--- src/rtl/amdbp_queue.sv ---
// amdbp_queue: short first-in first-out buffer between front and back
// depends on nothing
module amdbp_queue #(
   parameter int WIDTH = 18,
   parameter int DEPTH = 2
) (
   input  logic             clock,
   input  logic             reset,
   input  logic             push,
   input  logic [WIDTH-1:0] push_data,
   input  logic             pop,
   output logic [WIDTH-1:0] head_data,
   output logic             not_empty,
   output logic             full
);
   localparam int PTR_W = (DEPTH > 1) ? $clog2(DEPTH) : 1;
   localparam int CNT_W = $clog2(DEPTH + 1);

   logic [WIDTH-1:0] slot_ff [DEPTH];
   logic [PTR_W-1:0] wr_ff, wr_in;
   logic [PTR_W-1:0] rd_ff, rd_in;
   logic [CNT_W-1:0] cnt_ff, cnt_in;

   always_comb begin
      wr_in  = wr_ff;
      rd_in  = rd_ff;
      cnt_in = cnt_ff;
      if (push) begin
         wr_in = (wr_ff == PTR_W'(DEPTH - 1)) ? '0 : wr_ff + 1'b1;
      end
      if (pop) begin
         rd_in = (rd_ff == PTR_W'(DEPTH - 1)) ? '0 : rd_ff + 1'b1;
      end
      if (push && !pop) begin
         cnt_in = cnt_ff + 1'b1;
      end else if (pop && !push) begin
         cnt_in = cnt_ff - 1'b1;
      end
   end

   always_ff @(posedge clock) begin
      if (reset) begin
         wr_ff  <= '0;
         rd_ff  <= '0;
         cnt_ff <= '0;
      end else begin
         wr_ff  <= wr_in;
         rd_ff  <= rd_in;
         cnt_ff <= cnt_in;
      end
   end

   always_ff @(posedge clock) begin
      if (push) begin
         slot_ff[wr_ff] <= push_data;
      end
   end

   assign head_data = slot_ff[rd_ff];
   assign not_empty = (cnt_ff != '0);
   assign full      = (cnt_ff == CNT_W'(DEPTH));

   a_no_overflow: assert property (@(posedge clock) disable iff (reset)
      push |-> (cnt_ff != CNT_W'(DEPTH)))
      else $error("queue push while full");

   a_no_underflow: assert property (@(posedge clock) disable iff (reset)
      pop |-> (cnt_ff != '0))
      else $error("queue pop while empty");

   a_count_tracks: assert property (@(posedge clock) disable iff (reset)
      (push && !pop) |=> (cnt_ff == $past(cnt_ff) + 1'b1))
      else $error("queue count lost a beat");

endmodule

--- config.mk ---
export PLATFORM = sky130hd
export DESIGN_NAME = amdbp_queue
export DESIGN_NICKNAME = d
export VERILOG_FILES = /design/src/rtl/amdbp_queue.sv
export SDC_FILE = /design/constraint.sdc
export NUM_CORES = 1
export LEC_CHECK = 0
export BUFFER_PORTS_ARGS = -buffer_cell sky130_fd_sc_hd__buf_2
export CAP_MARGIN = 20
export CORE_AREA = 2 2 97 61
export CTS_BUF_LIST = sky130_fd_sc_hd__clkbuf_2
export CTS_CLUSTER_DIAMETER = 200
export DETAILED_ROUTE_END_ITERATION = 7
export DIE_AREA = 0 0 99 63
export HOLD_SLACK_MARGIN = 0.1
export PLACE_DENSITY_LB_ADDON = 0.25
export SYNTH_ARGS = -nofsm -noshare
export SYNTH_HDL_FRONTEND = slang
export SYNTH_SLANG_ARGS = --single-unit
--- constraint.sdc ---
create_clock -name clock -period 1.5 [get_ports clock]
set_input_delay 0.3 -clock clock [delete_from_list [all_inputs] [get_ports clock]]
set_output_delay 0.3 -clock clock [all_outputs]
set_load 0.02 [all_outputs]
==> results.py, run 1 <==
metrics = {
    "power_and_ir_drop": {
        "p_sw_share_pct": 24.0,
        "leakage_nw": 0.943,
        "intPower_mw": 1.93,
        "p_comb_share_pct": 21.9,
        "powerDensity_nw_per_um2": 1090,
        "power_switching_mw": 0.610,
        "pwr-share-clk_pct": 24.6,
        "peakVddDrop_uv": 451,
        "p_seq_share_pct": 53.5,
    },
    "worst_setup_path": {
        "startpoint_type": "flip-flop",
        "crit_required_ns": 1.20,
        "crit_type": "reg2out",
        "endpoint_kind": "output pin",
        "path_cells": "buf_8, mux2_4, buf_6",
        "crit_slowest_cell": "dfxtp_4",
        "worstPathMaxFanout": 5,
        "max_stage_delay_ns": 0.45,
        "arrival_ns": 1.42,
    },
    "clock_tree": {
        "cts_tree": "done",
        "path_clk_slew_ns": 0.20,
        "cts_root_buf": "clkbuf_2",
        "htreeDepth": 2,
        "post_cts_buffers": 0,
        "cts.sinks": 41,
        "cts.path.max_buffers": 2,
        "numCtsBuffers": 5,
        "clk_latency_ns": 0.38,
    },
    "drt": {
        "dr.pass1.iters": 2,
        "drtIter0Drc": 5,
        "vias": 886,
        "antenna_left": 0,
        "drc": 0,
        "wire_per_inst_um": 12.9,
        "wl_um": 2840,
        "via_per_inst": 4.05,
    },
    "placed_design": {
        "detailedPlacementHpwl_um": 1840,
        "gp_congestion": 0.649,
        "numPortBuffers": 41,
    },
    "synth": {
        "synth_area_sq_um": 1510,
        "synth-seq-area-share_pct": 78.2,
        "ys_types": 17,
        "synth_fp_nets": 101,
        "ys_warn_count": 0,
        "syn_inst": 78,
        "synth.ff_latch_count": 41,
        "avgSynthCellArea_sq_um": 19.4,
    },
    "timing": {
        "rsz0062_at_grt": "yes",
        "post-route-period-util_pct": 114,
        "tightest_slew_ns": 0.196,
        "period_minus_slack_ns": 1.72,
        "hold_viol": 0,
        "finalSetupViolations": 18,
        "finClkSkew_ns": 0.00867,
        "relSlewSlack_pct": 86.9,
        "max_freq_mhz": 583,
        "slew_violations": 0,
        "timing.final.ws_setup_ns": -0.216,
        "whs_ns": 0.198,
    },
    "status": {
        "status": "finished, violations left",
        "violations": "negative setup slack",
    },
    "floorplan": {
        "die_w_um": 99,
        "core_sq_um": 5390,
        "start_util_pct": 28.0,
        "design.die.area_sq_um": 6240,
        "rows": 21,
        "io_pins": 42,
        "die_h_um": 63,
    },
    "grt": {
        "grt_max_degree": 19,
        "gr-total-overflow": 0,
        "grt_pass1_vias": 963,
        "grt_pass1_wl_um": 4290,
        "grt_usage_pct": 9.33,
        "grt_antenna_before_repair": 0,
    },
    "run": {
        "cap_violations": 0,
    },
    "finish": {
        "syn2layout_area_growth_pct": 54.8,
        "post-route-util_pct": 43.4,
        "n_fill_cell": 497,
        "antenna_cells": 0,
        "fin_nets": 172,
        "drive_gt1_share_pct": 52.0,
    },
    "min_path": {
        "hold_class": "in2reg",
    },
}
worst max-delay path, delay by kind of cell (launching register included):
| kind | cells | cell delay (ns) |
|---|---|---|
| buffers and inverters | 2 | 0.27 |
| multiplexers | 1 | 0.31 |
| flip-flops | 1 | 0.45 |
kinds of logic (layout without fill, tap and decap cells):
group	count (synthesis)	after routing	synth area share, %
simple gates	9	9	3.23
compound gates	2	2	0.662
xor+xnor	4	4	2.32
buf+inv	3	75	1.32
mux	18	18	13.4
fa+ha+maj	1	1	0.828
flops	41	41	78.2
path summary, 6_finish.rpt:
check	end	from	cells after the start	slack (ns)
hold reg to reg	cnt_ff[1]$_SDFFE_PP0P_	cnt_ff[1]$_SDFFE_PP0P_	2	0.51
setup / recovery	head_data[17]	flip-flop	3	-0.22
setup reg to reg	slot_ff[1][11]$_DFFE_PP_	wr_ff$_SDFFE_PP0P_	2	0.42
hold / removal	rd_ff$_SDFFE_PP0P_	pop	3	0.20
area by class of cell:
| class | instances | area, sq um | area share (%) |
|---|---|---|---|
| clock buffer | 6 | 30.0 | 1.28 |
| clock inverter | 2 | 33.8 | 1.45 |
| inverter | 1 | 3.75 | 0.161 |
| multi-input combinational | 34 | 382 | 16.3 |
| sequential | 41 | 1190 | 50.9 |
| tap | 69 | 86.3 | 3.69 |
| timing repair buffer | 66 | 612 | 26.2 |
cell usage in the layout, fill, tap and decap left out:
cell type / instances
dfxtp_2: 1
buf_12: 2
xor2_1: 2
clkbuf_2: 6
buf_4: 2
inv_1: 1
dlygate4sd3_1: 19
buf_8: 1
or2_4: 1
buf_6: 19
dfxtp_4: 2
nor2_1: 4
and2b_2: 1
xnor2_1: 2
edfxtp_1: 36
nor2b_2: 1
ha_1: 1
and2_1: 1
buf_16: 1
bufinv_16: 1
or3_1: 1
mux2_4: 18
dfxtp_1: 2
buf_2: 22
a21oi_1: 1
o21ai_0: 1
clkinv_1: 1
synthesized netlist by cell type:
master	instances	area share (%)
buf_2	1	0.33
and2b_2	1	0.58
a21oi_1	1	0.33
xor2_1	2	1.2
ha_1	1	0.83
inv_1	1	0.25
or2_2	1	0.41
nor2b_1	1	0.41
dfxtp_1	5	6.6
xnor2_1	2	1.2
nor2_1	4	0.99
mux2_2	18	13
edfxtp_1	36	72
buf_6	1	0.75
and2_1	1	0.41
o21ai_0	1	0.33
or3_1	1	0.41
timing repair:
action | in CTS | in global routing
pin swaps | 0 | 0
endpoints found under the hold margin | 41 | 0
resized for setup | 66 | 2
setup endpoints to repair | 20 | 19
hold buffers | 19 | 0
gates cloned | 1 | 0
registers in the layout (all words and copies together) (netlist names), named ones only:
register and count:
cnt_ff 2, rd_ff 1, slot_ff 36, wr_ff 1
metal layers:
layer	vias up	global-route usage (%)	wire length, um
met3	6	3.91	160
met5	-	0	0
met2	30	16.4	1430
met1	416	9.99	1220
li1	434	-	-
met4	0	3.60	29
metrics by stage:
step / TNS (ns) / cell area (sq um) / setup WS [ns] / std cells / power [mW]
after detailed placement: 0 / 1840 / 0.153 / 191 / 1.75
after global placement: 0 / 1840 / 0.186 / 191 / 1.73
after global routing: -5.27 / 2340 / -0.304 / 219 / 2.65
final: -3.78 / 2340 / -0.216 / 219 / 2.54
after CTS: -4.56 / 2330 / -0.271 / 219 / 2.57
after floorplan: 0 / 1510 / 0.188 / 78 / 1.60
power groups by stage:
stage	logic, mW	registers [mW]	clock network [mW]
after floorplan	0.233	1.37	0
after global placement	0.360	1.37	0
after detailed placement	0.372	1.38	0
after CTS	0.562	1.36	0.651
after global routing	0.589	1.37	0.696
final	0.556	1.36	0.626
Note: power is estimated with default switching activity, not from simulation.
==> run 2: changes to the inputs <==
- SKIP_CTS_REPAIR_TIMING: not set -> 1
==> run 2 against run 1 <==
Die area unchanged. Combinational power about the same. Setup slack better by 0.0064 ns. The run still ends with negative setup slack left. Critical endpoint is now head_data[10]. Clock power is essentially flat.
==> results.py, run 2 (synthesized netlist as in run 1, its figures left out) <==
metrics = {
    "status": {
        "status": "finished, violations left",
        "violations": "negative setup slack",
    },
    "clock_tree": {
        "clk_latency_ns": 0.38,
        "cts.path.max_buffers": 2,
        "cts_root_buf": "clkbuf_2",
        "numCtsBuffers": 5,
        "cts_tree": "done",
        "path_clk_slew_ns": 0.19,
        "cts.sinks": 41,
        "htreeDepth": 2,
    },
    "finish": {
        "fin_nets": 173,
        "drive_gt1_share_pct": 52.3,
        "regMostFlops": "slot_ff",
        "final_cell_mix": "36 x edfxtp_1, 22 x buf_2, 19 x dlygate4sd3_1, 19 x buf_6, 18 x mux2_4",
        "top_regs": "slot_ff (36), cnt_ff (2)",
        "syn2layout_area_growth_pct": 55.1,
        "final_common_cell": "edfxtp_1",
        "n_fill_cell": 498,
        "finalInstanceArea_sq_um": 2340,
        "antenna_cells": 0,
        "fin_cells": 220,
        "largest_reg_flops": 36,
    },
    "placed_design": {
        "place_inst": 191,
        "placed_area_sq_um": 1840,
        "dpl_worst_slack_ns": 0.153,
        "gp_congestion": 0.649,
        "detailedPlacementHpwl_um": 1840,
        "numPortBuffers": 41,
    },
    "worst_setup_path": {
        "rr_startpoint": "wr_ff$_SDFFE_PP0P_",
        "crit_type": "reg2out",
        "arrival_ns": 1.41,
        "reg2reg_slack_ns": 0.42,
        "worstPathMaxFanout": 5,
        "startpoint_type": "flip-flop",
        "crit_required_ns": 1.20,
        "endpoint_kind": "output pin",
        "worstRegToRegCells": 2,
        "r2r_end": "slot_ff[1][11]$_DFFE_PP_",
    },
    "floorplan": {
        "rows": 21,
        "design.die.area_sq_um": 6240,
        "die_w_um": 99,
        "io_pins": 42,
        "start_util_pct": 28.0,
        "core_sq_um": 5390,
        "die_h_um": 63,
    },
    "timing": {
        "slew_violations": 0,
        "tightest_slew_ns": 0.186,
        "max_freq_mhz": 585,
        "hold_viol": 0,
        "tns_ns": -3.50,
        "period_minus_slack_ns": 1.71,
        "finalSetupViolations": 18,
        "timing.final.ws_setup_ns": -0.210,
        "finClkSkew_ns": 0.0108,
        "relSlewSlack_pct": 87.5,
        "rsz0062_at_grt": "yes",
        "post-route-period-util_pct": 114,
    },
    "power_and_ir_drop": {
        "peakVddDrop_uv": 449,
        "leakage_nw": 0.947,
        "powerDensity_nw_per_um2": 1080,
    },
    "drt": {
        "drc": 0,
        "vias": 893,
        "wl_um": 2800,
        "dr.pass1.iters": 2,
        "drtIter0Drc": 9,
        "antenna_left": 0,
        "wire_per_inst_um": 12.7,
        "via_per_inst": 4.06,
    },
    "min_path": {
        "hold_class": "in2reg",
        "hold_end": "rd_ff$_SDFFE_PP0P_",
        "worst_hold_startpoint": "pop",
        "holdPathStages": 3,
    },
    "grt": {
        "grt_pass1_wl_um": 3880,
        "grt_pass1_vias": 891,
        "grt_antenna_before_repair": 0,
        "gr-total-overflow": 0,
        "grt_max_degree": 19,
        "grt_usage_pct": 8.47,
    },
    "run": {
        "cap_violations": 0,
    },
}
==> run 2: worst max-delay path, cell delays in order, from the launching register on <==
cell       delay (ns)
dfxtp_4          0.43
clkbuf_16        0.16
mux2_4           0.30
buf_6            0.13
==> run 2: worst max path at each step <==
stage,slack [ns],to,from
6_report,-0.21,head_data[10],flip-flop
5_1_grt,-0.29,head_data[14],flip-flop
4_1_cts,-0.33,head_data[17],flip-flop
3_5_place_dp,0.15,head_data[17],flip-flop
3_3_place_gp,0.19,head_data[17],flip-flop
2_1_floorplan,0.19,head_data[10],flip-flop
==> run 2: area by class of cell <==
type	count	area (sq um)	share of cell area, %
Timing Repair Buffer	67	617	26.3
Inverter	1	3.75	0.160
Tap cell	69	86.3	3.69
Sequential cell	41	1190	50.8
Clock inverter	2	33.8	1.44
Clock buffer	6	30.0	1.28
Multi-Input combinational cell	34	382	16.3
==> run 2: through the flow <==
step                util (%)  power, mW  hold slack [ns]
finish                  43.5       2.54            0.201
global route            43.5       2.65            0.172
CTS                     35.3       2.37           0.0546
detailed placement      34.1       1.75            0.494
global placement        34.1       1.73            0.473
floorplan                  -       1.60            0.369
==> run 2: power by group <==
part / internal (mW) / switching [mW]
clock: 0.285 / 0.339
combinational: 0.325 / 0.234
sequential: 1.33 / 0.0323
total: 1.94 / 0.606
==> run 2: per-layer routing <==
layer / global-route usage, % / vias to the layer above / wire length (um)
li1: - / 435 / -
met1: 8.01 / 422 / 1190
met2: 15.3 / 30 / 1420
met3: 4.47 / 6 / 167
met4: 3.60 / 0 / 29
met5: 0 / - / 0
