[config.mk]
export PLATFORM = sky130hd
export DESIGN_NAME = amdbp_back_flat
export DESIGN_NICKNAME = d
export VERILOG_FILES = /design/src/rtl/amdbp_pkg.sv /design/src/rtl/amdbp_channels.sv /design/src/rtl/amdbp_back.sv /design/src/flat_wrapper.sv
export SDC_FILE = /design/constraint.sdc
export NUM_CORES = 1
export LEC_CHECK = 0
export BUFFER_PORTS_ARGS = -buffer_cell sky130_fd_sc_hd__buf_2
export CORE_AREA = 5 5 245 247
export CTS_BUF_LIST = sky130_fd_sc_hd__clkbuf_16
export DETAILED_ROUTE_END_ITERATION = 8
export DIE_AREA = 0 0 250 252
export GPL_TIMING_DRIVEN = 0
export PLACE_DENSITY = 0.82
export SLEW_MARGIN = 30
export SYNTH_ARGS = -nofsm -noshare
export SYNTH_HDL_FRONTEND = slang
export SYNTH_SLANG_ARGS = --single-unit
export TNS_END_PERCENT = 20
[constraint.sdc]
create_clock -name clock -period 6.9 [get_ports clock]
set_input_delay 0.69 -clock clock [delete_from_list [all_inputs] [get_ports clock]]
set_output_delay 0.69 -clock clock [all_outputs]
set_load 0.02 [all_outputs]
[src/rtl/amdbp_pkg.sv]
// amdbp_pkg: shared types and fixed widths for the diagonal bit-parallel
// approximate matcher; depends on nothing, used by every other file but amdbp_queue
package amdbp_pkg;

   // payload widths fixed by the item format
   localparam int SYMBOL_W  = 7;
   localparam int SLOT_W    = 4;
   localparam int POS_W     = 32;
   localparam int LEN_W     = 5;
   localparam int ERR_W     = 3;
   localparam int CSR_IDX_W = 1;
   localparam int CSR_DAT_W = 5;

   // largest error count the error field can hold, plus one
   localparam int ERR_SPAN  = 1 << ERR_W;

   // configuration reset values
   localparam logic [LEN_W-1:0] LEN_RESET = LEN_W'(4);
   localparam logic [ERR_W-1:0] ERR_RESET = ERR_W'(0);

   typedef enum logic {
      CMD_LOAD = 1'b0,
      CMD_TEXT = 1'b1
   } cmd_type;

   typedef enum logic [CSR_IDX_W-1:0] {
      CSR_PATTERN_LENGTH = 1'b0,
      CSR_MAX_ERRORS     = 1'b1
   } csr_index_type;

endpackage

[src/rtl/amdbp_channels.sv]


interface amdbp_rsp_if;
   logic                                valid;
   logic                                ready;
   logic                                match_found;
   logic [amdbp_pkg::POS_W-1:0]         end_position;

   modport source (output valid, match_found, end_position, input ready);
   modport sink   (input valid, match_found, end_position, output ready);
endinterface

[src/rtl/amdbp_back.sv]
// amdbp_back: automaton vector update, text position and response register
// depends on amdbp_pkg, amdbp_channels
module amdbp_back #(
   parameter int MAX_PATTERN  = 16,
   parameter int VECTOR_WIDTH = 64
) (
   input  logic                               clock,
   input  logic                               reset,
   input  logic                               restart,
   input  logic                               usable,
   input  logic [VECTOR_WIDTH-1:0]            d_init,
   input  logic [VECTOR_WIDTH-1:0]            m1,
   input  logic [VECTOR_WIDTH-1:0]            m2,
   input  logic [VECTOR_WIDTH-1:0]            low,
   input  logic [VECTOR_WIDTH-1:0]            tap_valid,
   input  logic [$clog2(MAX_PATTERN)-1:0]     tap_src [VECTOR_WIDTH],
   input  logic [3:0]                         blk_shift,
   input  logic [3:0]                         diag_shift,
   input  logic [amdbp_pkg::ERR_W-1:0]        max_errors,
   input  logic                               q_not_empty,
   input  logic                               q_is_text,
   input  logic                               q_in_prefix,
   input  logic [MAX_PATTERN-1:0]             q_diff,
   output logic                               q_pop,
   amdbp_rsp_if.source                        rsp
);
   localparam int VIDX_W = $clog2(VECTOR_WIDTH);

   logic                          init_ff, init_in;
   logic [VECTOR_WIDTH-1:0]       vec_ff, vec_in;
   logic [amdbp_pkg::POS_W-1:0]   pos_ff, pos_in;
   logic                          rv_ff, rv_in;
   logic                          rm_ff, rm_in;
   logic [amdbp_pkg::POS_W-1:0]   rp_ff, rp_in;

   logic [VECTOR_WIDTH-1:0]       d_cur, t, x, upd, d_next;
   logic                          hit, proceed, pop_text, pop_load, out_free;

   assign out_free = !rv_ff || rsp.ready;
   assign q_pop    = q_not_empty && (!q_is_text || out_free);
   assign pop_text = q_pop && q_is_text;
   assign pop_load = q_pop && !q_is_text;

   // vector stands at its initial value right after any restart
   assign d_cur = init_ff ? d_init : vec_ff;

   always_comb begin
      for (int p = 0; p < VECTOR_WIDTH; p++) begin
         t[p] = tap_valid[p] & q_diff[tap_src[p]];
      end
   end

   // shift-add-mask step over all diagonals
   assign x   = (d_cur >> blk_shift) | t;
   assign upd = ((d_cur << 1) | m1) & ((d_cur << diag_shift) | m2) &
                (((x + m1) ^ x) >> 1) & d_init;
   assign hit     = !upd[VIDX_W'(max_errors)];
   assign d_next  = hit ? (upd | low) : upd;
   assign proceed = usable && ((d_cur != d_init) || q_in_prefix);

   always_comb begin
      init_in = init_ff;
      vec_in  = vec_ff;
      pos_in  = pos_ff;
      rv_in   = rv_ff && !rsp.ready;
      rm_in   = rm_ff;
      rp_in   = rp_ff;
      if (restart || pop_load) begin
         init_in = 1'b1;
         pos_in  = '0;
      end else if (pop_text) begin
         pos_in = pos_ff + 1'b1;
         rv_in  = 1'b1;
         rm_in  = proceed && hit;
         rp_in  = pos_ff;
         if (proceed) begin
            init_in = 1'b0;
            vec_in  = d_next;
         end
      end
   end

   always_ff @(posedge clock) begin
      if (reset) begin
         init_ff <= 1'b1;
         pos_ff  <= '0;
         rv_ff   <= 1'b0;
      end else begin
         init_ff <= init_in;
         pos_ff  <= pos_in;
         rv_ff   <= rv_in;
      end
   end

   always_ff @(posedge clock) begin
      vec_ff <= vec_in;
      rm_ff  <= rm_in;
      rp_ff  <= rp_in;
   end

   assign rsp.valid        = rv_ff;
   assign rsp.match_found  = rm_ff;
   assign rsp.end_position = rp_ff;

   a_no_overwrite: assert property (@(posedge clock) disable iff (reset)
      pop_text |-> (!rv_ff || rsp.ready))
      else $error("response register overwritten before taken");

   a_hit_refills_low: assert property (@(posedge clock) disable iff (reset)
      (pop_text && proceed && hit) |=> ((vec_ff & $past(low)) == $past(low)))
      else $error("low bits not set after a match");

   a_no_match_unusable: assert property (@(posedge clock) disable iff (reset)
      (pop_text && !usable) |=> (rv_ff && !rm_ff))
      else $error("match reported for unusable configuration");

   a_position_steps: assert property (@(posedge clock) disable iff (reset)
      (pop_text && !restart) |=> (rp_ff == $past(pos_ff) && pos_ff == rp_ff + 1'b1))
      else $error("text position did not advance by one");

endmodule

[src/flat_wrapper.sv]
// flat-port wrapper written by rule: the top's interface ports become plain ports
module amdbp_back_flat 
#(
   parameter int MAX_PATTERN  = 16,
   parameter int VECTOR_WIDTH = 64
)
  (clock, reset, restart, usable, d_init, m1, m2, low, tap_valid, tap_src, blk_shift, diag_shift, max_errors, q_not_empty, q_is_text, q_in_prefix, q_diff, q_pop, rsp_valid, rsp_match_found, rsp_end_position, rsp_ready);
  amdbp_rsp_if rsp_i ();
  input  logic clock;
  input  logic reset;
  input  logic restart;
  input  logic usable;
  input  logic [VECTOR_WIDTH-1:0] d_init;
  input  logic [VECTOR_WIDTH-1:0] m1;
  input  logic [VECTOR_WIDTH-1:0] m2;
  input  logic [VECTOR_WIDTH-1:0] low;
  input  logic [VECTOR_WIDTH-1:0] tap_valid;
  input  logic [$clog2(MAX_PATTERN)-1:0] tap_src[VECTOR_WIDTH];
  input  logic [3:0] blk_shift;
  input  logic [3:0] diag_shift;
  input  logic [amdbp_pkg::ERR_W-1:0] max_errors;
  input  logic q_not_empty;
  input  logic q_is_text;
  input  logic q_in_prefix;
  input  logic [MAX_PATTERN-1:0] q_diff;
  output logic q_pop;
  output wire logic [$bits(rsp_i.valid)-1:0] rsp_valid;
  output wire logic [$bits(rsp_i.match_found)-1:0] rsp_match_found;
  output wire logic [$bits(rsp_i.end_position)-1:0] rsp_end_position;
  input wire logic [$bits(rsp_i.ready)-1:0] rsp_ready;
  assign rsp_valid = rsp_i.valid;
  assign rsp_match_found = rsp_i.match_found;
  assign rsp_end_position = rsp_i.end_position;
  assign rsp_i.ready = rsp_ready;
  amdbp_back #(.MAX_PATTERN(MAX_PATTERN), .VECTOR_WIDTH(VECTOR_WIDTH)) u_core (.clock(clock), .reset(reset), .restart(restart), .usable(usable), .d_init(d_init), .m1(m1), .m2(m2), .low(low), .tap_valid(tap_valid), .tap_src(tap_src), .blk_shift(blk_shift), .diag_shift(diag_shift), .max_errors(max_errors), .q_not_empty(q_not_empty), .q_is_text(q_is_text), .q_in_prefix(q_in_prefix), .q_diff(q_diff), .q_pop(q_pop), .rsp(rsp_i));
endmodule
==> summary.md <==
| Metric | Value |
|---|---|
| Leading area contributor after synthesis | mux4_2 |
| Post-Syn Area | roughly 0.026 mm2 |
| Max_cap viols | 0 |
| Lkg Pwr | 12.73 nW |
| Tmin final | 6.837 ns |
| Total length of routed wires | approximately 150,000 um |
| Via Count | just under 30,000 |
| Slowest-stage cell, CP | o41a_1 |
| Die W | 250 um |
| Grt total ovfl | 0 |
| Slew Viols, Final | 0 |
| Synth Net Count | 3,411 |
| Top-area cell type share of the netlist area | 0.3042 |
| Port Buffers | ~630 |
| Clk_skew | 0.01462 ns |
| Vias in the first global route | 28,980 |
| Adder-Cell Fraction of Synth Area | 0.03331 |
| Num rows | 88 |
| Layout cells sized above 1 | 0.3487 |
| Non-Filler Instances | between 4,000 and 5,000 |
| Slew @ Worst Pin | 1.088 ns |
| Max FO, Critical Path | 10 |
| Final hold vios | 0 |
| Initial Utilization | 0.4492 |
| Dominant cells by area after synthesis | mux4_2, edfxtp_1, mux2i_1 |
| DRT antenna net count | 0 |
| First-pass GRT wire length | 201,600 um |
| Final setup fails | 0 |
| Critical Path RT | 7.11 ns |
| Worst Setup End Kind | flop |
| Initial DRC Count | approximately 4,300 |
| Nets | 4,070 |
| Core area | 0.05737 mm2 |
| Post-route DRC | 0 |
| Syn Inst Count | 2,732 |
| Clock root buffer | clkbuf_16 |
| Ys flop type | edfxtp_1 |
| Dominant cell by count in the synthesized netlist | mux4_2 |
| Post-synth EDFFs | 97 |
| VDD IR max | 0.0001802 V |
| Clk pin slew, worst setup/hold paths | about 0.08 ns |
| Setup WS pre-CTS | -0.6937 ns |
| Critical path type | reg2reg |
| WL/cell | 34.75 um |
| P_sw | 2.275 mW |
| P&R area growth vs syn | 19.61% |
| Routability cong. | between 1 and 1.5 |
| Avg Cell Area, Syn | 9.432 um2 |
| Via-to-Cell Ratio | 7.077 |
| Register area share after synthesis | 0.1395 |
| Distinct cells, synth | 77 |
| CTS Sinks | approximately 130 |
| Fin crit share | 0.9909 |
| PnR worst setup slack | 0.06286 ns |
| Total GRT Usage | 0.4362 |
| DR pass1 iterations | 7 |
| Critical Path Start | u_core.init_ff$_SDFFE_PP1P_ |
| Peak Freq | about 150 MHz |
| Cells after DPL | 4,134 |
| Final core occ | 0.5373 |
| FF+latch count, synth | between 100 and 150 |
| Post-synthesis compound-gate area fraction | 0.1817 |
| Cts bufs inserted | 17 |
| Mux contribution to synthesized area | 0.4231 |
| Status | complete, no violations |
| Crit path DAT | 7.05 ns |
| Post-DP HPWL | 122,400 um |
| Max clock buf depth | 2 |
| Register share of total power | 0.184 |
| H-tree level count | 4 |
| Antenna violations before repair | 57 |
| # IOs | 646 |
| Largest net degree at the start of global routing | 28 |
| Switching portion of total power | 0.4684 |
| CP max stage delay | 0.49 ns |
| Synth top cells by count | mux4_2, nand2_1, mux2i_1, nor2_1, o21ai_0 |
| Slew HR | 0.2695 |
| Clock Latency Late Sink | 0.46 ns |
| Die height | 252 um |
| Simple-Gate Fraction of Synth Area | 0.1150 |
| Main combinational cell family by area after synthesis | multiplexers |
| Clk pwr share | 0.197 |
| HP Class | reg2reg |
| Combinational share of power | 0.619 |
| Power per cell area | approximately 160 mW/mm2 |
| XOR/XNOR share of the synthesized area | 0.05331 |
| Synth warn | 0 |
| Worst Hold Launch | u_core.pos_ff[31]$_SDFFE_PP0P_ |
| Die ar. | between 0.06 and 0.07 mm2 |
| Critical Path Start Type | flop |
| FF-to-FF Start | u_core.init_ff$_SDFFE_PP1P_ |
| Share of synthesized registers carrying an async set or reset | 0 |
| CTS tree | done |
| Pint | between 2 and 3 mW |
| Cts hold-fix bufs | 0 |
-- power groups by stage --
stage	sequential (mW)	clock, mW	combinational, mW
floorplan	0.906	0	1.80
global placement	0.911	0	2.83
detailed placement	0.910	0	2.84
CTS	0.892	0.947	2.85
global route	0.894	0.978	3.11
finish	0.894	0.956	3.01
-- logic make-up (layout without fill, tap and decap cells) --
kind of cell	Yosys count	count (layout)
adders and majority gates	68	68
muxes	643	643
and+or+nand+nor	682	682
other	0	46
buffers and inverters	333	1005
DFF	131	131
xor gates and xnor gates	156	156
AOI/OAI and AO/OA	719	719
-- registers in the layout, indices dropped and copies added, names as in the netlist --
signal	count
u_core.vec_ff	64
u_core.pos_ff	32
u_core.rsp.end_position	32
u_core.init_ff	1
u_core.rsp.match_found	1
u_core.rsp.valid	1
-- layer usage --
| metal | wire length (um) | global-route usage | up-vias |
|---|---|---|---|
| met3 | 20090 | 0.1360 | 739 |
| li1 | - | - | 12120 |
| met1 | 47050 | 0.5074 | 14180 |
| met5 | 112 | 0 | - |
| met4 | 14000 | 0.3006 | 16 |
| met2 | 65210 | 0.6922 | 2771 |
-- worst max-delay path: cells and delay by family (launching register included) --
family                     cells  cell delay, ns
AOI/OAI and AO/OA             12            2.98
xor gates and xnor gates       1            0.16
adders and majority gates      1            0.45
buffers and inverters          6            1.42
DFF                            1            0.39
muxes                          2            0.63
and+or+nand+nor                3            0.55
-- path summary, 6_finish.rpt --
| check | endpoint | slack, ns | cells past startpoint |
|---|---|---|---|
| setup / recovery | u_core.vec_ff[61]$_DFFE_PP_ | 0.06 | 25 |
| hold / removal | u_core.rsp.end_position[31]$_DFFE_PP_ | 0.46 | 0 |
| setup reg to reg | u_core.vec_ff[61]$_DFFE_PP_ | 0.06 | 25 |
| hold reg to reg | u_core.rsp.end_position[31]$_DFFE_PP_ | 0.46 | 0 |
-- cells in the final DEF (no fill, tap or decap), drive strengths merged, types with 25 or more instances in the layout --
cell type,count
and2,25
nand2,297
nor2,206
edfxtp,97
xor2,51
buf,703
mux4,348
diode,46
nand3,29
ha,67
a221o,30
mux2,89
o21ai,252
a21o,48
a21oi,121
mux2i,206
nand4,30
inv,101
dfxtp,34
xnor2,105
o221ai,57
clkbuf,195
o22ai,40
-- through the flow --
step                      total power [mW]  cell area [um2]  hold WS, ns   TNS [ns]
after floorplan                      2.708            25770       0.4280          0
after global placement               3.737            29890       0.4443     -68.53
after detailed placement             3.751            30010       0.4459     -6.166
after CTS                            4.693            30620       0.4674  -0.008864
after global routing                 4.985            30800       0.4779    -0.1000
final                                4.856            30820       0.4598          0
-- what timing repair did --
| item | 4_1_cts | 5_1_grt |
|---|---|---|
| setup endpoints to repair | 11 | 15 |
| setup buffers | 1 | 2 |
| pin swaps | 1 | 3 |
| resized for setup | 7 | 20 |
-- layout make-up --
class                      instances  area, um2
fill                            5330      26540
multi-input combinational       2268      20890
sequential                       131       3593
timing repair buffer             640       3272
buffer                           241       1062
tap                              765      957.2
clock buffer                      17      425.4
inverter                          92      345.3
clock inverter                    15      160.2
antenna                           46      115.1
Power figures use the tool's default switching activity.
