## config.mk

```make
export PLATFORM = sky130hd
export DESIGN_NAME = amdbp_front_flat
export DESIGN_NICKNAME = d
export VERILOG_FILES = /design/src/rtl/amdbp_pkg.sv /design/src/rtl/amdbp_channels.sv /design/src/rtl/amdbp_front.sv /design/src/flat_wrapper.sv
export SDC_FILE = /design/constraint.sdc
export NUM_CORES = 1
export LEC_CHECK = 0
export BUFFER_PORTS_ARGS = -buffer_cell sky130_fd_sc_hd__buf_2
export CORE_UTILIZATION = 45
export CTS_CLUSTER_DIAMETER = 100
export DETAILED_ROUTE_END_ITERATION = 10
export HOLD_SLACK_MARGIN = 0.08
export SLEW_MARGIN = 20
export SYNTH_ARGS = -nofsm -noshare
export SYNTH_HDL_FRONTEND = slang
export SYNTH_SLANG_ARGS = --single-unit
```

## constraint.sdc

```tcl
create_clock -name clock -period 1.95 [get_ports clock]
set_clock_uncertainty 0.15 [all_clocks]
set_input_delay 0.0975 -clock clock [delete_from_list [all_inputs] [get_ports clock]]
set_output_delay 0.0975 -clock clock [all_outputs]
set_load 0.02 [all_outputs]
```

## src/rtl/amdbp_pkg.sv

```systemverilog
// amdbp_pkg: shared types and fixed widths for the diagonal bit-parallel
// approximate matcher; depends on nothing, used by every other file but amdbp_queue
package amdbp_pkg;

   // payload widths fixed by the item format
   localparam int SYMBOL_W  = 7;
   localparam int SLOT_W    = 4;
   localparam int POS_W     = 32;
   localparam int LEN_W     = 5;
   localparam int ERR_W     = 3;
   localparam int CSR_IDX_W = 1;
   localparam int CSR_DAT_W = 5;

   // largest error count the error field can hold, plus one
   localparam int ERR_SPAN  = 1 << ERR_W;

   // configuration reset values
   localparam logic [LEN_W-1:0] LEN_RESET = LEN_W'(4);
   localparam logic [ERR_W-1:0] ERR_RESET = ERR_W'(0);

   typedef enum logic {
      CMD_LOAD = 1'b0,
      CMD_TEXT = 1'b1
   } cmd_type;

   typedef enum logic [CSR_IDX_W-1:0] {
      CSR_PATTERN_LENGTH = 1'b0,
      CSR_MAX_ERRORS     = 1'b1
   } csr_index_type;

endpackage

```

## src/rtl/amdbp_channels.sv

```systemverilog
// amdbp_channels: valid/ready channel interfaces for request and response beats
// depends on amdbp_pkg
interface amdbp_req_if;
   logic                                valid;
   logic                                ready;
   amdbp_pkg::cmd_type                  command;
   logic [amdbp_pkg::SYMBOL_W-1:0]      symbol;
   logic [amdbp_pkg::SLOT_W-1:0]        pattern_slot;

   modport source (output valid, command, symbol, pattern_slot, input ready);
   modport sink   (input valid, command, symbol, pattern_slot, output ready);
endinterface


```

## src/rtl/amdbp_front.sv

```systemverilog
// amdbp_front: accepts request beats, keeps the pattern characters and
// builds the per-character mismatch mask; depends on amdbp_pkg, amdbp_channels
module amdbp_front #(
   parameter int MAX_PATTERN   = 16,
   parameter int ALPHABET_BITS = 7
) (
   input  logic                          clock,
   amdbp_req_if.sink                     req,
   input  logic                          cfg_busy,
   input  logic [amdbp_pkg::ERR_W-1:0]   max_errors,
   input  logic                          q_full,
   output logic                          q_push,
   output logic                          q_is_text,
   output logic                          q_in_prefix,
   output logic [MAX_PATTERN-1:0]        q_diff
);
   localparam int PIDX_W = $clog2(MAX_PATTERN);

   logic [ALPHABET_BITS-1:0] pat_ff [MAX_PATTERN];
   logic [ALPHABET_BITS-1:0] sym;
   logic                     accept;

   assign req.ready = !q_full && !cfg_busy;
   assign accept    = req.valid && req.ready;
   assign sym       = ALPHABET_BITS'(req.symbol);

   // pattern store, no reset: entries are only meaningful once loaded
   always_ff @(posedge clock) begin
      if (accept && req.command == amdbp_pkg::CMD_LOAD &&
          int'(req.pattern_slot) < MAX_PATTERN) begin
         pat_ff[PIDX_W'(req.pattern_slot)] <= sym;
      end
   end

   always_comb begin
      q_in_prefix = 1'b0;
      for (int j = 0; j < MAX_PATTERN; j++) begin
         q_diff[j] = (pat_ff[j] != sym);
         if (j <= int'(max_errors) && pat_ff[j] == sym) begin
            q_in_prefix = 1'b1;
         end
      end
   end

   assign q_push    = accept;
   assign q_is_text = (req.command == amdbp_pkg::CMD_TEXT);

endmodule

```

## src/flat_wrapper.sv

```systemverilog
// flat-port wrapper written by rule: the top's interface ports become plain ports
module amdbp_front_flat 
#(
   parameter int MAX_PATTERN   = 16,
   parameter int ALPHABET_BITS = 7
)
  (clock, cfg_busy, max_errors, q_full, q_push, q_is_text, q_in_prefix, q_diff, req_valid, req_command, req_symbol, req_pattern_slot, req_ready);
  amdbp_req_if req_i ();
  input  logic clock;
  input  logic cfg_busy;
  input  logic [amdbp_pkg::ERR_W-1:0] max_errors;
  input  logic q_full;
  output logic q_push;
  output logic q_is_text;
  output logic q_in_prefix;
  output logic [MAX_PATTERN-1:0] q_diff;
  input wire logic [$bits(req_i.valid)-1:0] req_valid;
  input wire logic [$bits(req_i.command)-1:0] req_command;
  input wire logic [$bits(req_i.symbol)-1:0] req_symbol;
  input wire logic [$bits(req_i.pattern_slot)-1:0] req_pattern_slot;
  output wire logic [$bits(req_i.ready)-1:0] req_ready;
  assign req_i.valid = req_valid;
  assign req_i.command = req_command;
  assign req_i.symbol = req_symbol;
  assign req_i.pattern_slot = req_pattern_slot;
  assign req_ready = req_i.ready;
  amdbp_front #(.MAX_PATTERN(MAX_PATTERN), .ALPHABET_BITS(ALPHABET_BITS)) u_core (.clock(clock), .req(req_i), .cfg_busy(cfg_busy), .max_errors(max_errors), .q_full(q_full), .q_push(q_push), .q_is_text(q_is_text), .q_in_prefix(q_in_prefix), .q_diff(q_diff));
endmodule
```

==> summary.md, run 1 <==
| Metric | Value |
|---|---|
| Net Sw Frac | `22.6%` |
| Unrepaired setup endpoints after global routing | `true` |
| Synthesized area per cell | `around 16 um2` |
| Failing checks | `setup timing` |
| Hold/Removal Path Class | `in2reg` |
| Syn nets | `around 330` |
| CP Launch Type | `flip-flop` |
| Final min period | `about 2200 ps` |
| Fillers | `852` |
| Hold Crit Start | `req_symbol[3]` |
| Clock power frac | `32.0%` |
| Max cap viols | `0` |
| Crit path max-delay family | `simple AND/OR/NAND/NOR gates` |
| Root Buffer Master | `clkbuf_8` |
| Overall routing resource usage | `~18%` |
| CP arrival | `1970 ps` |
| Worst setup margin | `-271 ps` |
| Busiest grt layer | `met2` |
| Antenna violations before repair | `0` |
| Pwr Density | `roughly 760 nW/um2` |
| Total core area | `~11,000 um2` |
| Highest clock rate | `roughly 0.45 GHz` |
| H-Tree Depth | `3` |
| Via count | `around 2,600` |
| Clock Tree Buf Depth | `2` |
| # rows | `37` |
| Final TNS setup | `-509 ps` |
| Starting density of the core | `47.1%` |
| Sw Pwr | `slightly below 0.001 W` |
| Worst path slowest cell | `edfxtp_1` |
| ANT cells | `0` |
| Port-buffer cells | `38` |
| Vias per cell | `4.93` |
| Netlist cell types | `25` |
| Maximum VDD drop | `about 0.45 mV` |
| Die area | `approximately 11,000 um2` |
| Syn-to-layout area delta | `17.1%` |
| Clk slew on worst S/H paths | `110 ps` |
| Synth Cell Area | `roughly 5000 um2` |
| Final hold violations | `0` |
| Max FO, Critical Path | `3` |
| Flip-flop and latch area | `~3400 um2` |
| Total power | `roughly 0.0044 W` |
| Leakage | `around 2.0 nW` |
| Sequential share of the synthesized area | `between 60% and 70%` |
| Synth Instances | `about 310` |
| Final Cycle Share | `114%` |
| Met1 GRT Util | `between 20% and 30%` |
| Synth warn | `0` |
| Multi-input logic area | `about 1500 um2` |
| Num CTS Buffers | `9` |
| Max FFs per register | `112` |
| Detail Route Antenna Nets | `0` |
| Die Y-Extent | `107 um` |
| Final setup viols | `5` |
| Seq cells post-synth | `roughly 110` |
| Detailed router's first-iteration violation count | `around 150` |
| Logic pwr share | `roughly 7.4%` |
| Met3 usage | `2.55%` |
| Chip width | `107 um` |
| Max transition margin | `76.2%` |
| Number of global-route vias before repair | `roughly 2,700` |
| Remaining global-route overflow | `0` |
| Hold endpoint | `u_core.pat_ff[7][3]$_DFFE_PP_` |
| Critical-path cell list | `xor2_1 > nor4_2 > nand4_2 > nand2_1 > nand4b_1 > a211o_1 > buf_6` |
| CP bufs+invs | `1` |
| RePlAce Congestion | `between 0.7 and 0.8` |
| CTS Sinks | `roughly 110` |
| Grt met2 use | `roughly 28%` |
| Pint | `~0.0034 W` |
| Detail Placement HPWL | `6120 um` |
| First-pass DRT Iterations | `4` |
| DRC viols | `0` |
| CP max stage delay | `just under 400 ps` |
| Ports | `39` |
| Share of layout cells above drive strength 1 | `approximately a quarter` |
| Hold Crit Depth | `2` |
| Final wirelength | `just over 9000 um` |
| Slew Viols, Final | `0` |
| Biggest regs | `u_core.pat_ff (112)` |
| Critical Path RT | `around 1700 ps` |
| Crit Path Category | `reg2out` |
| Seq pwr share | `around three fifths` |
| Outcome | `finished with violations` |
| Wire per inst | `about 17 um` |
| Reg with most FFs | `u_core.pat_ff` |
| # nets final | `about 400` |
| Least-Margin Pin Slew | `about 360 ps` |
| Largest net degree at the start of global routing | `21` |
| Crit end category | `primary output` |
| CTS tree | `done` |
| First-pass GRT wire length | `14,600 um` |
## per-layer routing
| metal | part of all wire (%) | up-vias |
|---|---|---|
| li1 | - | 1279 |
| met1 | 50 | 1291 |
| met2 | 46 | 48 |
| met3 | 3.1 | 10 |
| met4 | 1.1 | 0 |
| met5 | 0 | - |
## synth_stat cells, drive strengths merged
library cell  instances  area, um2
o21ai                 2       10.0
nand4b                1       8.76
or4                   2       15.0
nor3                  4       20.0
nand4                15        100
buf                  15        171
nor2                 15       56.3
nand3                 2       10.0
xnor2                53        464
nand2                 7       26.3
a211o                 1       8.76
xor2                 59        517
a21boi                1       7.51
nor4                 15        113
nand2b                2       12.5
inv                   4       15.0
nor4bb                1       10.0
a21o                  1       7.51
edfxtp              112       3360
nand3b                2       15.0
## through the flow
stage | setup slack, ps | util (%) | area, um2 | std cells | hold WS (ps)
6_report | -271 | 55.2 | 5800 | 533 | 92.1
5_1_grt | -356 | 55.2 | 5800 | 533 | 99.4
4_1_cts | -253 | 54.6 | 5730 | 531 | 85.4
3_5_place_dp | 42.9 | 51.6 | 5420 | 506 | 306
3_3_place_gp | 53.5 | 51.6 | 5420 | 506 | 300
2_1_floorplan | 8.44 | - | 4960 | 314 | 46.4
## logic make-up after synthesis
group | synth area share, %
buf+inv | 3.77
flops | 67.9
xor+xnor | 19.8
simple gates | 7.81
compound gates | 0.682
## power by group through the flow
stage | combinational [W] | clock [W] | sequential (W)
floorplan | 0.000200 | 0 | 0.00271
global placement | 0.000303 | 0 | 0.00271
detailed placement | 0.000305 | 0 | 0.00271
CTS | 0.000326 | 0.00143 | 0.00266
global route | 0.000357 | 0.00151 | 0.00266
finish | 0.000325 | 0.00140 | 0.00266
## cell type report
class | instances | area share [%]
repair buffers | 82 | 10.2
multi-input cells | 183 | 25.1
clock inverters | 7 | 1.36
flip-flops and latches | 112 | 58.0
inverters | 4 | 0.259
clock buffers | 9 | 2.14
well taps | 136 | 2.93
## cell usage in the layout, fill, tap and decap left out
master	netlist	layout
a21o_1	1	1
buf_2	0	33
or4_1	2	2
nor2_1	15	15
nor3_2	0	1
nand4_2	1	1
nand4_1	14	14
nand2b_1	2	2
a211o_1	1	1
buf_4	6	36
edfxtp_1	112	112
nand3_1	2	2
clkinv_2	0	1
nor4_1	12	9
nand3b_1	2	2
o21ai_1	0	1
nand4b_1	1	1
nand2_1	7	7
nor3_1	4	3
xor2_2	0	1
inv_6	0	1
bufinv_16	0	1
dlygate4sd3_1	0	7
xnor2_2	0	1
nor4_4	0	2
clkinvlp_4	0	2
xor2_1	59	58
inv_1	4	4
xnor2_1	53	52
buf_6	5	4
a21boi_0	1	1
buf_12	2	2
o21ai_0	2	1
clkbuf_8	0	9
clkinv_4	0	1
inv_8	0	1
nor4_2	3	4
nor4bb_1	1	1
## worst max path at each step
stage / startpoint / depth (start not counted) / slack (ps) / endpoint
2_1_floorplan: cfg_busy / 5 / 8 / u_core.pat_ff[3][0]$_DFFE_PP_
3_3_place_gp: req_symbol[0] / 8 / 50 / q_in_prefix
3_5_place_dp: req_symbol[4] / 9 / 40 / q_in_prefix
4_1_cts: u_core.pat_ff[1][1]$_DFFE_PP_ / 7 / -250 / q_in_prefix
5_1_grt: u_core.pat_ff[7][4]$_DFFE_PP_ / 7 / -360 / q_in_prefix
6_report: u_core.pat_ff[1][1]$_DFFE_PP_ / 7 / -270 / q_in_prefix
## timing repair
item                       in CTS  in global routing
pin swaps                       5                  8
hold endpoints to repair       21                  0
resized for setup               6                 11
setup buffers                   2                  2
setup endpoints to repair       5                  8
hold buffers                    7                  0
cloned                          0                  0
No activity file was read; power rests on OpenSTA's default activity.
==> inputs of run 2 (changes only) <==
--- a/config.mk
+++ b/config.mk
@@ -8,6 +8,7 @@
 export BUFFER_PORTS_ARGS = -buffer_cell sky130_fd_sc_hd__buf_2
 export CORE_UTILIZATION = 45
 export CTS_CLUSTER_DIAMETER = 100
+export CTS_CLUSTER_SIZE = 20
 export DETAILED_ROUTE_END_ITERATION = 10
 export HOLD_SLACK_MARGIN = 0.08
 export SLEW_MARGIN = 20
==> constraint.sdc (replaced) <==
create_clock -name clock -period 1.95 [get_ports clock]
set_clock_uncertainty 0.15 [all_clocks]
set_input_delay 0.195 -clock clock [delete_from_list [all_inputs] [get_ports clock]]
set_output_delay 0.195 -clock clock [all_outputs]
set_load 0.02 [all_outputs]
==> summary.md, run 2 (same netlist as run 1, synthesis figures left out) <==
| Metric | Value |
|---|---|
| Outcome | `finished with violations` |
| Failing checks | `setup timing` |
| Post-route insts no fill | `535` |
| Final Hold Slack | `94.9 ps` |
| Starting density of the core | `a little under half` |
| Crit end category | `primary output` |
| Number of global-route vias before repair | `approximately 2,600` |
| Share of layout cells above drive strength 1 | `around 29%` |
| Hold/Removal Path Class | `in2reg` |
| Syn-to-layout area delta | `18.4%` |
| ANT cells | `0` |
| CTS tree | `done` |
| Leakage | `1.99 nW` |
| Final TNS setup | `-631 ps` |
| Wire per inst | `between 15 and 20 um` |
| Clk slew on worst S/H paths | `~100 ps` |
| Max transition margin | `slightly above 70%` |
| Antenna violations before repair | `0` |
| Final setup viols | `6` |
| Inst Count DP | `about 520` |
| Detailed router's first-iteration violation count | `~110` |
| Largest net degree at the start of global routing | `19` |
| Final Cycle Share | `115%` |
| Crit path max-delay family | `simple AND/OR/NAND/NOR gates` |
| First-pass GRT wire length | `14,500 um` |
| Final min period | `~2200 ps` |
| Maximum VDD drop | `around 0.42 mV` |
| Die Y-Extent | `~110 um` |
| Overall routing resource usage | `17.4%` |
| Detail Placement HPWL | `roughly 6200 um` |
| Vias per cell | `roughly 4.9` |
| Least-Margin Pin Slew | `427 ps` |
| Worst path slowest cell | `edfxtp_1` |
| Final Util | `55.8%` |
| Port-buffer cells | `38` |
| Most common cell after layout, fill and taps aside | `edfxtp_1` |
| Final wirelength | `just over 9000 um` |
| Chip width | `107 um` |
| Crit Path Category | `reg2out` |
| CP arrival | `1900 ps` |
| Critical-path cell list | `xor2_1 > nor4_2 > nand4_2 > nand2_1 > nand4b_1 > a211o_1 > buf_4` |
| CP Launch Type | `flip-flop` |
| Root Buffer Master | `clkbuf_8` |
| Max FO, Critical Path | `3` |
| Remaining global-route overflow | `0` |
| Biggest regs | `u_core.pat_ff (112)` |
| Final hold violations | `0` |
| # nets final | `roughly 410` |
| # rows | `37` |
| Reg with most FFs | `u_core.pat_ff` |
| CTS Sinks | `about 110` |
| H-Tree Depth | `3` |
| Fillers | `approximately 860` |
| Total power | `approximately 0.0045 W` |
| Slew Viols, Final | `0` |
| Commonest non-fill, non-tap cells in the layout | `112 x edfxtp_1, 58 x xor2_1, 50 x xnor2_1` |
| RePlAce Congestion | `around 0.74` |
| Num CTS Buffers | `9` |
| Ports | `39` |
| Pwr Density | `766 nW/um2` |
| Max FFs per register | `112` |
| First-pass DRT Iterations | `6` |
| Total core area | `10,500 um2` |
| Clock Tree Buf Depth | `2` |
| Unrepaired setup endpoints after global routing | `true` |
| Die area | `roughly 11,000 um2` |
| Max cap viols | `0` |
| Highest clock rate | `~0.45 GHz` |
| DRC viols | `0` |
| Critical Path RT | `roughly 1600 ps` |
| CP max stage delay | `slightly below 400 ps` |
| CP bufs+invs | `1` |
| Worst setup margin | `-294 ps` |
| Detail Route Antenna Nets | `0` |
| Via count | `2,629` |
run 2: metrics by stage:
stage | cell area, um2 | setup WS [ps]
final | 5860 | -294
after global routing | 5860 | -428
after CTS | 5790 | -324
after detailed placement | 5500 | -242
after global placement | 5500 | -223
after floorplan | 4970 | -70.6
run 2: routing by layer:
| metal | part of all wire (%) | track usage (%) |
|---|---|---|
| met1 | 50 | 25.4 |
| met2 | 46 | 27.2 |
| met3 | 2.8 | 2.74 |
| met4 | 0.98 | 4.99 |
| met5 | 0 | 0 |
run 2: final cells by class:
cell class | instances | area, um2 | share of cell area (%)
Clock inverter | 6 | 90.1 | 1.54
Inverter | 4 | 15.0 | 0.256
Timing Repair Buffer | 84 | 592 | 10.1
Sequential cell | 112 | 3360 | 57.4
Tap cell | 136 | 170 | 2.90
Multi-Input combinational cell | 183 | 1500 | 25.6
Clock buffer | 10 | 128 | 2.18
run 2: final timing paths:
kind                                          start                             to  cells past startpoint
worst max-delay path  u_core.pat_ff[1][1]$_DFFE_PP_                    q_in_prefix                      7
worst min-delay path                  req_symbol[4]  u_core.pat_ff[2][4]$_DFFE_PP_                      1
run 2: report_power, final:
group,internal (W),switching [W]
registers,0.00265,0.00000344
clock network,0.000733,0.000767
logic,0.000134,0.000197
total,0.00352,0.000967
run 2: timing repair:
action,CTS,global route
pin swaps,9,9
gates cloned,0,0
gates resized for setup,12,16
hold buffers,3,0
endpoints found under the hold margin,7,0
setup buffers,1,1
endpoints found under the setup margin,7,13
